### src/hw/rtl/rhc_pkg.sv
// shared types, constants and the divider step of the rgb/hsv converter
`timescale 1ns / 1ps
package rhc_pkg;

    typedef enum logic {
        FUNC_RGB2HSV = 1'b0,
        FUNC_HSV2RGB = 1'b1
    } t_func;

    // hue sectors of 60 degrees
    localparam logic [2:0] SEC_0 = 3'd0;
    localparam logic [2:0] SEC_1 = 3'd1;
    localparam logic [2:0] SEC_2 = 3'd2;
    localparam logic [2:0] SEC_3 = 3'd3;
    localparam logic [2:0] SEC_4 = 3'd4;
    localparam logic [2:0] SEC_5 = 3'd5;

    localparam int QBITS  = 9;   // quotient bits, every quotient stays below 512
    localparam int NBITS  = 23;  // dividend / remainder width
    localparam int DBITS  = 15;  // divisor width
    localparam int NDIV   = 10;  // operand stage plus one stage per quotient bit

    localparam logic [8:0]  HUE_FULL = 9'd360;
    localparam logic [NBITS-1:0] MID_BIAS = 23'd15300;
    localparam logic [DBITS-1:0] MID_DEN  = 15'd30600;
    localparam logic [DBITS-1:0] LO_DEN   = 15'd510;

    typedef struct packed {
        t_func       func;
        logic [7:0]  alpha;
        logic [7:0]  v;
        logic [2:0]  sector;
        logic [7:0]  c;
        logic [17:0] num;
        logic [15:0] p1;
        logic [15:0] vs;
        logic [5:0]  t;
    } t_pre;

    typedef struct packed {
        t_func            func;
        logic [7:0]       alpha;
        logic [7:0]       v;
        logic [2:0]       sector;
        logic             zc;
        logic             zm;
        logic [NBITS-1:0] n0;
        logic [DBITS-1:0] d0;
        logic [QBITS-1:0] q0;
        logic [NBITS-1:0] n1;
        logic [DBITS-1:0] d1;
        logic [QBITS-1:0] q1;
    } t_div;

    // one restoring step on both lanes, quotient bit b
    function automatic t_div div_step(t_div x, logic [3:0] b);
        logic [NBITS:0] dsh0;
        logic [NBITS:0] dsh1;
        t_div y;
        y    = x;
        dsh0 = {{(NBITS-DBITS+1){1'b0}}, x.d0} << b;
        dsh1 = {{(NBITS-DBITS+1){1'b0}}, x.d1} << b;
        if ({1'b0, x.n0} >= dsh0) begin
            y.n0    = x.n0 - dsh0[NBITS-1:0];
            y.q0[b] = 1'b1;
        end
        if ({1'b0, x.n1} >= dsh1) begin
            y.n1    = x.n1 - dsh1[NBITS-1:0];
            y.q1[b] = 1'b1;
        end
        return y;
    endfunction

endpackage

### src/hw/rtl/rhc_if.sv
// pixel channel interfaces: input items and result items
`timescale 1ns / 1ps
interface rhc_in_if;
    logic       valid;
    logic       ready;
    logic       func;
    logic [8:0] in_first;
    logic [7:0] in_second;
    logic [7:0] in_third;
    logic [7:0] in_alpha;
    modport source (output valid, func, in_first, in_second, in_third, in_alpha, input ready);
    modport sink   (input valid, func, in_first, in_second, in_third, in_alpha, output ready);
endinterface

interface rhc_out_if;
    logic       valid;
    logic       ready;
    logic [8:0] out_first;
    logic [7:0] out_second;
    logic [7:0] out_third;
    logic [7:0] out_alpha;
    modport source (output valid, out_first, out_second, out_third, out_alpha, input ready);
    modport sink   (input valid, out_first, out_second, out_third, out_alpha, output ready);
endinterface

### src/hw/rtl/rgb_hsv_converter.sv
// top level of the rgb/hsv pixel converter
// usage
//   i_pix carries one pixel per item: func picks rgb to hsv or hsv to rgb,
//   in_first/second/third are r,g,b or hue,sat,value, in_alpha passes through
//   o_pix carries one result item per input item, in order
//   an item is moved on a rising edge with valid and ready both high
// stages and throughput
//   the accepting edge loads the first of twelve register stages, one for
//   max/min, sector and products, one for the divider operands, nine for
//   the restoring divider (one quotient bit per stage) and one output stage
//   that drives o_pix.valid
//   one item per cycle sustained while o_pix.ready stays high
// reset
//   i_rst_n low at a clock edge empties every stage; no payload is cleared
// stalls
//   each stage holds while it is full and the stage after it is held, so a
//   stalled receiver fills the pipe before i_pix.ready drops; bubbles close up
`timescale 1ns / 1ps
module rgb_hsv_converter (
    input  logic       i_clk,
    input  logic       i_rst_n,
    rhc_in_if.sink     i_pix,
    rhc_out_if.source  o_pix
);
    import rhc_pkg::*;

    // pipeline registers and their valid bits
    t_pre        r_pre;
    logic        r_vld_pre;
    t_div        r_div [NDIV];
    logic [NDIV-1:0] r_vld_div;
    logic [8:0]  r_first;
    logic [7:0]  r_second;
    logic [7:0]  r_third;
    logic [7:0]  r_alpha;
    logic        r_vld_out;

    t_pre        n_pre;
    t_div        n_opd;
    t_div        n_step [NDIV];
    logic [8:0]  n_first;
    logic [7:0]  n_second;
    logic [7:0]  n_third;

    // ready chain, a stage moves when empty or when its successor moves
    logic        rdy_out;
    logic [NDIV-1:0] rdy_div;
    logic        rdy_pre;

    always_comb begin
        rdy_out = !r_vld_out || o_pix.ready;
        rdy_div[NDIV-1] = !r_vld_div[NDIV-1] || rdy_out;
        for (int k = NDIV - 2; k >= 0; k--) begin
            rdy_div[k] = !r_vld_div[k] || rdy_div[k+1];
        end
        rdy_pre = !r_vld_pre || rdy_div[0];
    end

    assign i_pix.ready = rdy_pre;

    // first stage: max/min and hue numerator, or hue sector and products
    always_comb begin
        logic [7:0] r, g, b, mx, mn;
        logic [8:0] h;
        logic [5:0] f;
        h = '0;
        f = '0;
        r = (i_pix.in_first > 9'd255) ? 8'hFF : i_pix.in_first[7:0];
        g = i_pix.in_second;
        b = i_pix.in_third;
        mx = r;
        if (g > mx) mx = g;
        if (b > mx) mx = b;
        mn = r;
        if (g < mn) mn = g;
        if (b < mn) mn = b;
        n_pre = '0;
        n_pre.func  = t_func'(i_pix.func);
        n_pre.alpha = i_pix.in_alpha;
        if (n_pre.func == FUNC_RGB2HSV) begin
            n_pre.v = mx;
            n_pre.c = mx - mn;
            // the numerator stays non-negative, so modulo arithmetic is exact
            priority if (mx == r) begin
                n_pre.num = 18'(n_pre.c) * 18'd360 + 18'(g) * 18'd60 - 18'(b) * 18'd60;
            end else if (mx == g) begin
                n_pre.num = 18'(n_pre.c) * 18'd120 + 18'(b) * 18'd60 - 18'(r) * 18'd60;
            end else begin
                n_pre.num = 18'(n_pre.c) * 18'd240 + 18'(r) * 18'd60 - 18'(g) * 18'd60;
            end
        end else begin
            h = (i_pix.in_first >= HUE_FULL) ? i_pix.in_first - HUE_FULL : i_pix.in_first;
            priority if (h < 9'd60) begin
                n_pre.sector = SEC_0;
                f = 6'(h);
            end else if (h < 9'd120) begin
                n_pre.sector = SEC_1;
                f = 6'(h - 9'd60);
            end else if (h < 9'd180) begin
                n_pre.sector = SEC_2;
                f = 6'(h - 9'd120);
            end else if (h < 9'd240) begin
                n_pre.sector = SEC_3;
                f = 6'(h - 9'd180);
            end else if (h < 9'd300) begin
                n_pre.sector = SEC_4;
                f = 6'(h - 9'd240);
            end else begin
                n_pre.sector = SEC_5;
                f = 6'(h - 9'd300);
            end
            n_pre.v  = i_pix.in_third;
            n_pre.t  = n_pre.sector[0] ? 6'd60 - f : f;
            n_pre.p1 = 16'(i_pix.in_third) * 16'(8'd255 - i_pix.in_second);
            n_pre.vs = 16'(i_pix.in_third) * 16'(i_pix.in_second);
        end
    end

    // second stage: rounded-division operands, (2n + d) / 2d
    always_comb begin
        logic [21:0] mid;
        n_opd = '0;
        n_opd.func   = r_pre.func;
        n_opd.alpha  = r_pre.alpha;
        n_opd.v      = r_pre.v;
        n_opd.sector = r_pre.sector;
        n_opd.zc     = (r_pre.c == 8'd0);
        n_opd.zm     = (r_pre.v == 8'd0);
        mid = 22'(r_pre.p1) * 22'd60 + 22'(r_pre.vs) * 22'(r_pre.t);
        if (r_pre.func == FUNC_RGB2HSV) begin
            n_opd.n0 = {4'b0, r_pre.num, 1'b0} + NBITS'(r_pre.c);
            n_opd.d0 = {6'b0, r_pre.c, 1'b0};
            n_opd.n1 = NBITS'(r_pre.c) * 23'd510 + NBITS'(r_pre.v);
            n_opd.d1 = {6'b0, r_pre.v, 1'b0};
        end else begin
            n_opd.n0 = {mid, 1'b0} + MID_BIAS;
            n_opd.d0 = MID_DEN;
            n_opd.n1 = {6'b0, r_pre.p1, 1'b0} + 23'd255;
            n_opd.d1 = LO_DEN;
        end
    end

    // divider stages, most significant quotient bit first
    assign n_step[0] = n_opd;
    for (genvar k = 1; k < NDIV; k++) begin : g_div
        assign n_step[k] = div_step(r_div[k-1], 4'(NDIV - 1 - k));
    end

    // last stage: hue wrap and zero cases, or the six-sector table
    always_comb begin
        t_div x;
        logic [7:0] mid, lo;
        x = r_div[NDIV-1];
        mid = x.q0[7:0];
        lo  = x.q1[7:0];
        n_first  = '0;
        n_second = '0;
        n_third  = '0;
        if (x.func == FUNC_RGB2HSV) begin
            if (!x.zc) begin
                n_first = (x.q0 >= HUE_FULL) ? x.q0 - HUE_FULL : x.q0;
            end
            n_second = x.zm ? 8'd0 : x.q1[7:0];
            n_third  = x.v;
        end else begin
            unique case (x.sector)
                SEC_0: begin n_first = {1'b0, x.v}; n_second = mid;  n_third = lo;  end
                SEC_1: begin n_first = {1'b0, mid}; n_second = x.v;  n_third = lo;  end
                SEC_2: begin n_first = {1'b0, lo};  n_second = x.v;  n_third = mid; end
                SEC_3: begin n_first = {1'b0, lo};  n_second = mid;  n_third = x.v; end
                SEC_4: begin n_first = {1'b0, mid}; n_second = lo;   n_third = x.v; end
                default: begin n_first = {1'b0, x.v}; n_second = lo; n_third = mid; end
            endcase
        end
    end

    // valid bits
    always_ff @(posedge i_clk) begin
        if (!i_rst_n) begin
            r_vld_pre <= 1'b0;
            r_vld_div <= '0;
            r_vld_out <= 1'b0;
        end else begin
            if (rdy_pre) r_vld_pre <= i_pix.valid;
            if (rdy_div[0]) r_vld_div[0] <= r_vld_pre;
            for (int k = 1; k < NDIV; k++) begin
                if (rdy_div[k]) r_vld_div[k] <= r_vld_div[k-1];
            end
            if (rdy_out) r_vld_out <= r_vld_div[NDIV-1];
        end
    end

    // payload, no reset
    always_ff @(posedge i_clk) begin
        if (rdy_pre) r_pre <= n_pre;
        for (int k = 0; k < NDIV; k++) begin
            if (rdy_div[k]) r_div[k] <= n_step[k];
        end
        if (rdy_out) begin
            r_first  <= n_first;
            r_second <= n_second;
            r_third  <= n_third;
            r_alpha  <= r_div[NDIV-1].alpha;
        end
    end

    assign o_pix.valid      = r_vld_out;
    assign o_pix.out_first  = r_first;
    assign o_pix.out_second = r_second;
    assign o_pix.out_third  = r_third;
    assign o_pix.out_alpha  = r_alpha;

endmodule

### src/flat_wrapper.sv
// flat-port wrapper written by rule: the top's interface ports become plain ports
module rgb_hsv_converter_flat import rhc_pkg::*;
  (i_clk, i_rst_n, i_pix_valid, i_pix_func, i_pix_in_first, i_pix_in_second, i_pix_in_third, i_pix_in_alpha, i_pix_ready, o_pix_valid, o_pix_out_first, o_pix_out_second, o_pix_out_third, o_pix_out_alpha, o_pix_ready);
  rhc_in_if i_pix_i ();
  rhc_out_if o_pix_i ();
  input  logic i_clk;
  input  logic i_rst_n;
  input wire logic [$bits(i_pix_i.valid)-1:0] i_pix_valid;
  input wire logic [$bits(i_pix_i.func)-1:0] i_pix_func;
  input wire logic [$bits(i_pix_i.in_first)-1:0] i_pix_in_first;
  input wire logic [$bits(i_pix_i.in_second)-1:0] i_pix_in_second;
  input wire logic [$bits(i_pix_i.in_third)-1:0] i_pix_in_third;
  input wire logic [$bits(i_pix_i.in_alpha)-1:0] i_pix_in_alpha;
  output wire logic [$bits(i_pix_i.ready)-1:0] i_pix_ready;
  output wire logic [$bits(o_pix_i.valid)-1:0] o_pix_valid;
  output wire logic [$bits(o_pix_i.out_first)-1:0] o_pix_out_first;
  output wire logic [$bits(o_pix_i.out_second)-1:0] o_pix_out_second;
  output wire logic [$bits(o_pix_i.out_third)-1:0] o_pix_out_third;
  output wire logic [$bits(o_pix_i.out_alpha)-1:0] o_pix_out_alpha;
  input wire logic [$bits(o_pix_i.ready)-1:0] o_pix_ready;
  assign i_pix_i.valid = i_pix_valid;
  assign i_pix_i.func = i_pix_func;
  assign i_pix_i.in_first = i_pix_in_first;
  assign i_pix_i.in_second = i_pix_in_second;
  assign i_pix_i.in_third = i_pix_in_third;
  assign i_pix_i.in_alpha = i_pix_in_alpha;
  assign i_pix_ready = i_pix_i.ready;
  assign o_pix_valid = o_pix_i.valid;
  assign o_pix_out_first = o_pix_i.out_first;
  assign o_pix_out_second = o_pix_i.out_second;
  assign o_pix_out_third = o_pix_i.out_third;
  assign o_pix_out_alpha = o_pix_i.out_alpha;
  assign o_pix_i.ready = o_pix_ready;
  rgb_hsv_converter u_core (.i_clk(i_clk), .i_rst_n(i_rst_n), .i_pix(i_pix_i), .o_pix(o_pix_i));
endmodule
### config.mk
export PLATFORM = sky130hd
export DESIGN_NAME = rgb_hsv_converter_flat
export DESIGN_NICKNAME = d
export VERILOG_FILES = /design/src/hw/rtl/rhc_pkg.sv /design/src/hw/rtl/rhc_if.sv /design/src/hw/rtl/rgb_hsv_converter.sv /design/src/flat_wrapper.sv
export SDC_FILE = /design/constraint.sdc
export NUM_CORES = 2
export LEC_CHECK = 0
export ABC_CLOCK_PERIOD_IN_PS = 33700
export BUFFER_PORTS_ARGS = -buffer_cell sky130_fd_sc_hd__buf_2
export CAP_MARGIN = 0
export CELL_PAD_IN_SITES_DETAIL_PLACEMENT = 0
export CELL_PAD_IN_SITES_GLOBAL_PLACEMENT = 1
export CORE_MARGIN = 2
export CORE_UTILIZATION = 51
export CTS_BUF_LIST = sky130_fd_sc_hd__clkbuf_16
export DETAILED_ROUTE_END_ITERATION = 12
export GPL_TIMING_DRIVEN = 0
export MAX_ROUTING_LAYER = met4
export PLACE_DENSITY_LB_ADDON = 0.1
export RECOVER_POWER = 100
export SYNTH_ARGS = -nofsm -noshare
export SYNTH_HDL_FRONTEND = slang
export SYNTH_SLANG_ARGS = --single-unit
### constraint.sdc
create_clock -name i_clk -period 33.7 [get_ports i_clk]
set_clock_uncertainty 0.05 [all_clocks]
set_input_delay 3.37 -clock i_clk [delete_from_list [all_inputs] [get_ports i_clk]]
set_output_delay 3.37 -clock i_clk [all_outputs]
set_load 0.05 [all_outputs]
==> insert_results.sql <==
INSERT INTO impl_metrics (metric_group, metric, value, unit) VALUES
('run', 'timing.max_cap.violations', '19', ''),
('cells_and_area', 'num-fill-cells', '10900', ''),
('clock_tree', 'tritoncts', 'yes', ''),
('global_route', 'grt.total_usage', '0.229', ''),
('synthesis', 'post_synth_simple_gate_area', '0.111', ''),
('clock_tree', 'clock_sinks', '963', ''),
('clock_tree', 'clock_latency_of_the_later_clocked_register_in_the_worst_skew_pair', '680', 'ps'),
('cells_and_area', 'drive_above_1_share', '0.0472', ''),
('cells_and_area', 'layout.cells.most_common_list', '951 x sky130_fd_sc_hd__edfxtp_1, 784 x sky130_fd_sc_hd__inv_1, 568 x sky130_fd_sc_hd__ha_1, 416 x sky130_fd_sc_hd__nand2_1, 399 x sky130_fd_sc_hd__nor2_1', ''),
('synthesis', 'synth_top_family_by_area', 'adder cells', ''),
('place', 'placedInstanceArea', '66900', 'um2'),
('sta', 'post-route-min-period', '18190', 'ps'),
('worst_setup_path', 'crit_start', 'i_pix_in_first[1]', ''),
('worst_setup_path', 'cp_slowest_cell', 'sky130_fd_sc_hd__o311ai_0', ''),
('worst_setup_path', 'slowest_delay', '850', 'ps'),
('detailed_routing', 'post_route_drc_violation_count', '0', ''),
('worst_setup_path', 'critPathCaptureType', 'flip-flop', ''),
('status', 'failing_checks', 'max-capacitance violations, max-slew violations', ''),
('cells_and_area', 'flow.area_growth_from_synthesis', '8.51', '%'),
('clock_tree', 'post-cts-setup-buffer-count', '0', ''),
('floorplanning', 'core_area', '125000', 'um2'),
('clock_tree', 'cts-buffers-inserted', '98', ''),
('cells_and_area', 'final_area', '69600', 'um2'),
('global_route', 'number_of_global_route_vias_before_repair', '41700', ''),
('global_route', 'total_grt_overflow', '0', ''),
('cells_and_area', 'fin_nets', '6850', ''),
('floorplanning', 'die_area', '129000', 'um2'),
('clock_tree', 'cts_root_buffer_type', 'sky130_fd_sc_hd__clkbuf_16', ''),
('worst_setup_path', 'timing.critical_path.from_type', 'primary input', ''),
('place', 'placed_cells_incl_taps', '7499', ''),
('clock_tree', 'ctsResizeCount', '0', ''),
('sta', 'setup_repair_after_global_routing_missed_its_margin', 'no', ''),
('floorplanning', 'floorplan.initialDensity', '0.512', ''),
('synthesis', 'post_synthesis_net_count', '6670', ''),
('synthesis', 'syn_inst', '5769', ''),
('synthesis', 'synth.avg_cell_area', '11.1', 'um2'),
('worst_setup_path', 'criticalPathCategory', 'primary input to flip-flop', ''),
('floorplanning', 'die_h', '359', 'um'),
('sta', 'finalCritPeriodShare', '0.540', ''),
('worst_setup_path', 'arrival', '18460', 'ps'),
('detailed_routing', 'post_detailed_route_count_of_antenna_violating_nets', '0', ''),
('synthesis', 'edff_count_synth', '951', ''),
('synthesis', 'netlist-cell-type-count', '105', ''),
('detailed_routing', 'dr.pass1.iters', '8', ''),
('sta', 'slew_viol_final', '872', ''),
('synthesis', 'synthXorXnorAreaFrac', '0.0604', ''),
('worst_setup_path', 'r2r_start', 'u_core.r_pre[0]$_SDFFCE_PN0P_', ''),
('synthesis', 'synth_compound_area_frac', '0.105', ''),
('min_path', 'hp-class', 'flip-flop to flip-flop', ''),
('cells_and_area', 'multi_input_area', '31900', 'um2'),
('sta', 'hold_violations', '0', ''),
('global_route', 'grt_antenna_before_repair', '5', ''),
('global_route', 'grt_pass1_wl', '224000', 'um'),
('cells_and_area', 'fin_cells', '7675', ''),
('synthesis', 'synth.cell_area', '64100', 'um2'),
('synthesis', 'synthAdderAreaFrac', '0.203', ''),
('worst_setup_path', 'timing.reg2reg.worst_path_depth', '22', ''),
('sta', 'finalSetupViolCount', '0', ''),
('status', 'outcome', 'complete, but fails checks', ''),
('cells_and_area', 'seqCellArea', '28800', 'um2'),
('floorplanning', 'die_width', '359', 'um'),
('detailed_routing', 'number_of_drc_markers_after_the_initial_detailed_route_iteration', '2214', ''),
('sta', 'setup_tns', '0', 'ps'),
('synthesis', 'synthMuxAreaShare', '0.0184', ''),
('sta', 'relSlewSlack', '-1.60', ''),
('sta', 'maximum_frequency_from_static_timing_analysis', '0.0550', 'GHz'),
('detailed_routing', 'detail_route.wl_per_cell', '18.2', 'um'),
('place', 'detailed_place_hpwl', '113000', 'um'),
('detailed_routing', 'route.detailed.vias_per_inst', '5.37', ''),
('worst_setup_path', 'critical_path_required', '33980', 'ps'),
('clock_tree', 'cts.reportedPaths.clkPinSlew', '60', 'ps');
==> metal layers <==
layer / GRT usage / vias to the layer above / part of all wire / wire, um
met3: 0.0210 / 234 / 0.034 / 4780
met1: 0.270 / 19600 / 0.42 / 58400
li1: - / 20600 / - / -
met5: - / - / 0 / 0
met4: 0.0888 / 0 / 0.041 / 5800
met2: 0.404 / 758 / 0.51 / 71100
==> flip-flops by register name (all words and copies together) (netlist names) <==
name and cells:
u_core.n_opd 20, u_core.o_pix.out_alpha 8, u_core.o_pix.out_first 9, u_core.o_pix.out_second 8, u_core.o_pix.out_third 8, u_core.o_pix.valid 1, u_core.r_div 836, u_core.r_pre 62
u_core.r_vld_div 10, u_core.r_vld_pre 1
==> kinds of logic (layout without fill, tap and decap cells) <==
| family | count (synthesis) | count (layout) |
|---|---|---|
| compound gates | 1039 | 1039 |
| buf+inv | 886 | 1140 |
| mux | 111 | 111 |
| other cells | 0 | 2 |
| simple gates | 1468 | 1468 |
| fa+ha+maj | 864 | 864 |
| xor+xnor | 438 | 438 |
| flops | 963 | 963 |
==> layout make-up <==
class,instances,share of cell area
Antenna cell,2,0.0000719
Buffer,115,0.00658
Clock buffer,98,0.0352
Clock inverter,76,0.00967
Inverter,771,0.0417
Multi-Input combinational cell,3920,0.459
Sequential cell,963,0.414
Tap cell,1650,0.0297
Timing Repair Buffer,80,0.00473
==> critical path: cells and delay by family <==
| kind | cells | cell delay [ps] |
|---|---|---|
| muxes | 2 | 1180 |
| xor gates and xnor gates | 5 | 1580 |
| adders and majority gates | 6 | 1960 |
| buffers and inverters | 10 | 2740 |
| and+or+nand+nor | 8 | 2310 |
| AOI/OAI and AO/OA | 16 | 5270 |
==> synthesized netlist by cell type, types with 9 or more instances <==
cell	instances	area, um2
sky130_fd_sc_hd__o21ai_0	252	1260
sky130_fd_sc_hd__ha_1	568	7110
sky130_fd_sc_hd__nor3_1	98	490
sky130_fd_sc_hd__or3_1	21	131
sky130_fd_sc_hd__nor2_1	398	1490
sky130_fd_sc_hd__o31a_1	11	96.3
sky130_fd_sc_hd__a31oi_1	18	113
sky130_fd_sc_hd__xnor2_1	287	2510
sky130_fd_sc_hd__clkbuf_1	94	353
sky130_fd_sc_hd__nand2b_1	73	457
sky130_fd_sc_hd__or2_2	35	219
sky130_fd_sc_hd__nand3_1	65	325
sky130_fd_sc_hd__o21a_1	40	300
sky130_fd_sc_hd__nor2b_1	90	563
sky130_fd_sc_hd__a22oi_1	16	120
sky130_fd_sc_hd__nand4b_1	20	175
sky130_fd_sc_hd__o21bai_1	34	255
sky130_fd_sc_hd__edfxtp_1	951	28600
sky130_fd_sc_hd__inv_1	766	2880
sky130_fd_sc_hd__a2111oi_0	12	105
sky130_fd_sc_hd__a21oi_1	275	1380
sky130_fd_sc_hd__and4_1	9	78.8
sky130_fd_sc_hd__and3_1	24	150
sky130_fd_sc_hd__nand4_1	39	244
sky130_fd_sc_hd__and2_1	74	463
sky130_fd_sc_hd__or4_1	18	135
sky130_fd_sc_hd__mux2i_1	59	591
sky130_fd_sc_hd__o211ai_1	14	105
sky130_fd_sc_hd__dfxtp_1	12	240
sky130_fd_sc_hd__a21o_1	94	706
sky130_fd_sc_hd__a221oi_1	9	78.8
sky130_fd_sc_hd__xor2_1	147	1290
sky130_fd_sc_hd__a21boi_0	78	586
sky130_fd_sc_hd__nor4b_1	12	105
sky130_fd_sc_hd__o22ai_1	10	62.6
sky130_fd_sc_hd__o31ai_1	28	210
sky130_fd_sc_hd__a211oi_1	36	270
sky130_fd_sc_hd__nand2_1	416	1560
sky130_fd_sc_hd__nor4_1	46	288
sky130_fd_sc_hd__mux2_2	50	563
sky130_fd_sc_hd__fa_1	295	5910
==> metrics by stage <==
step	hold slack, ps	setup slack (ps)	utilization
floorplan	350	19580	-
global placement	350	16730	0.531
detailed placement	355	16680	0.534
CTS	340	17400	0.559
global route	348	14590	0.556
finish	338	15510	0.556
==> worst paths after layout <==
path                                         end  slack, ps
hold / removal      u_core.r_div[4][6]$_DFFE_PP_        340
hold reg to reg     u_core.r_div[4][6]$_DFFE_PP_        340
setup reg to reg   u_core.r_div[0][90]$_DFFE_PP_      26420
setup / recovery  u_core.r_pre[53]$_SDFFCE_PP0P_      15510
Power is not shown: default switching activity piles up to over one toggle a cycle in this logic, so the estimate is an artifact.
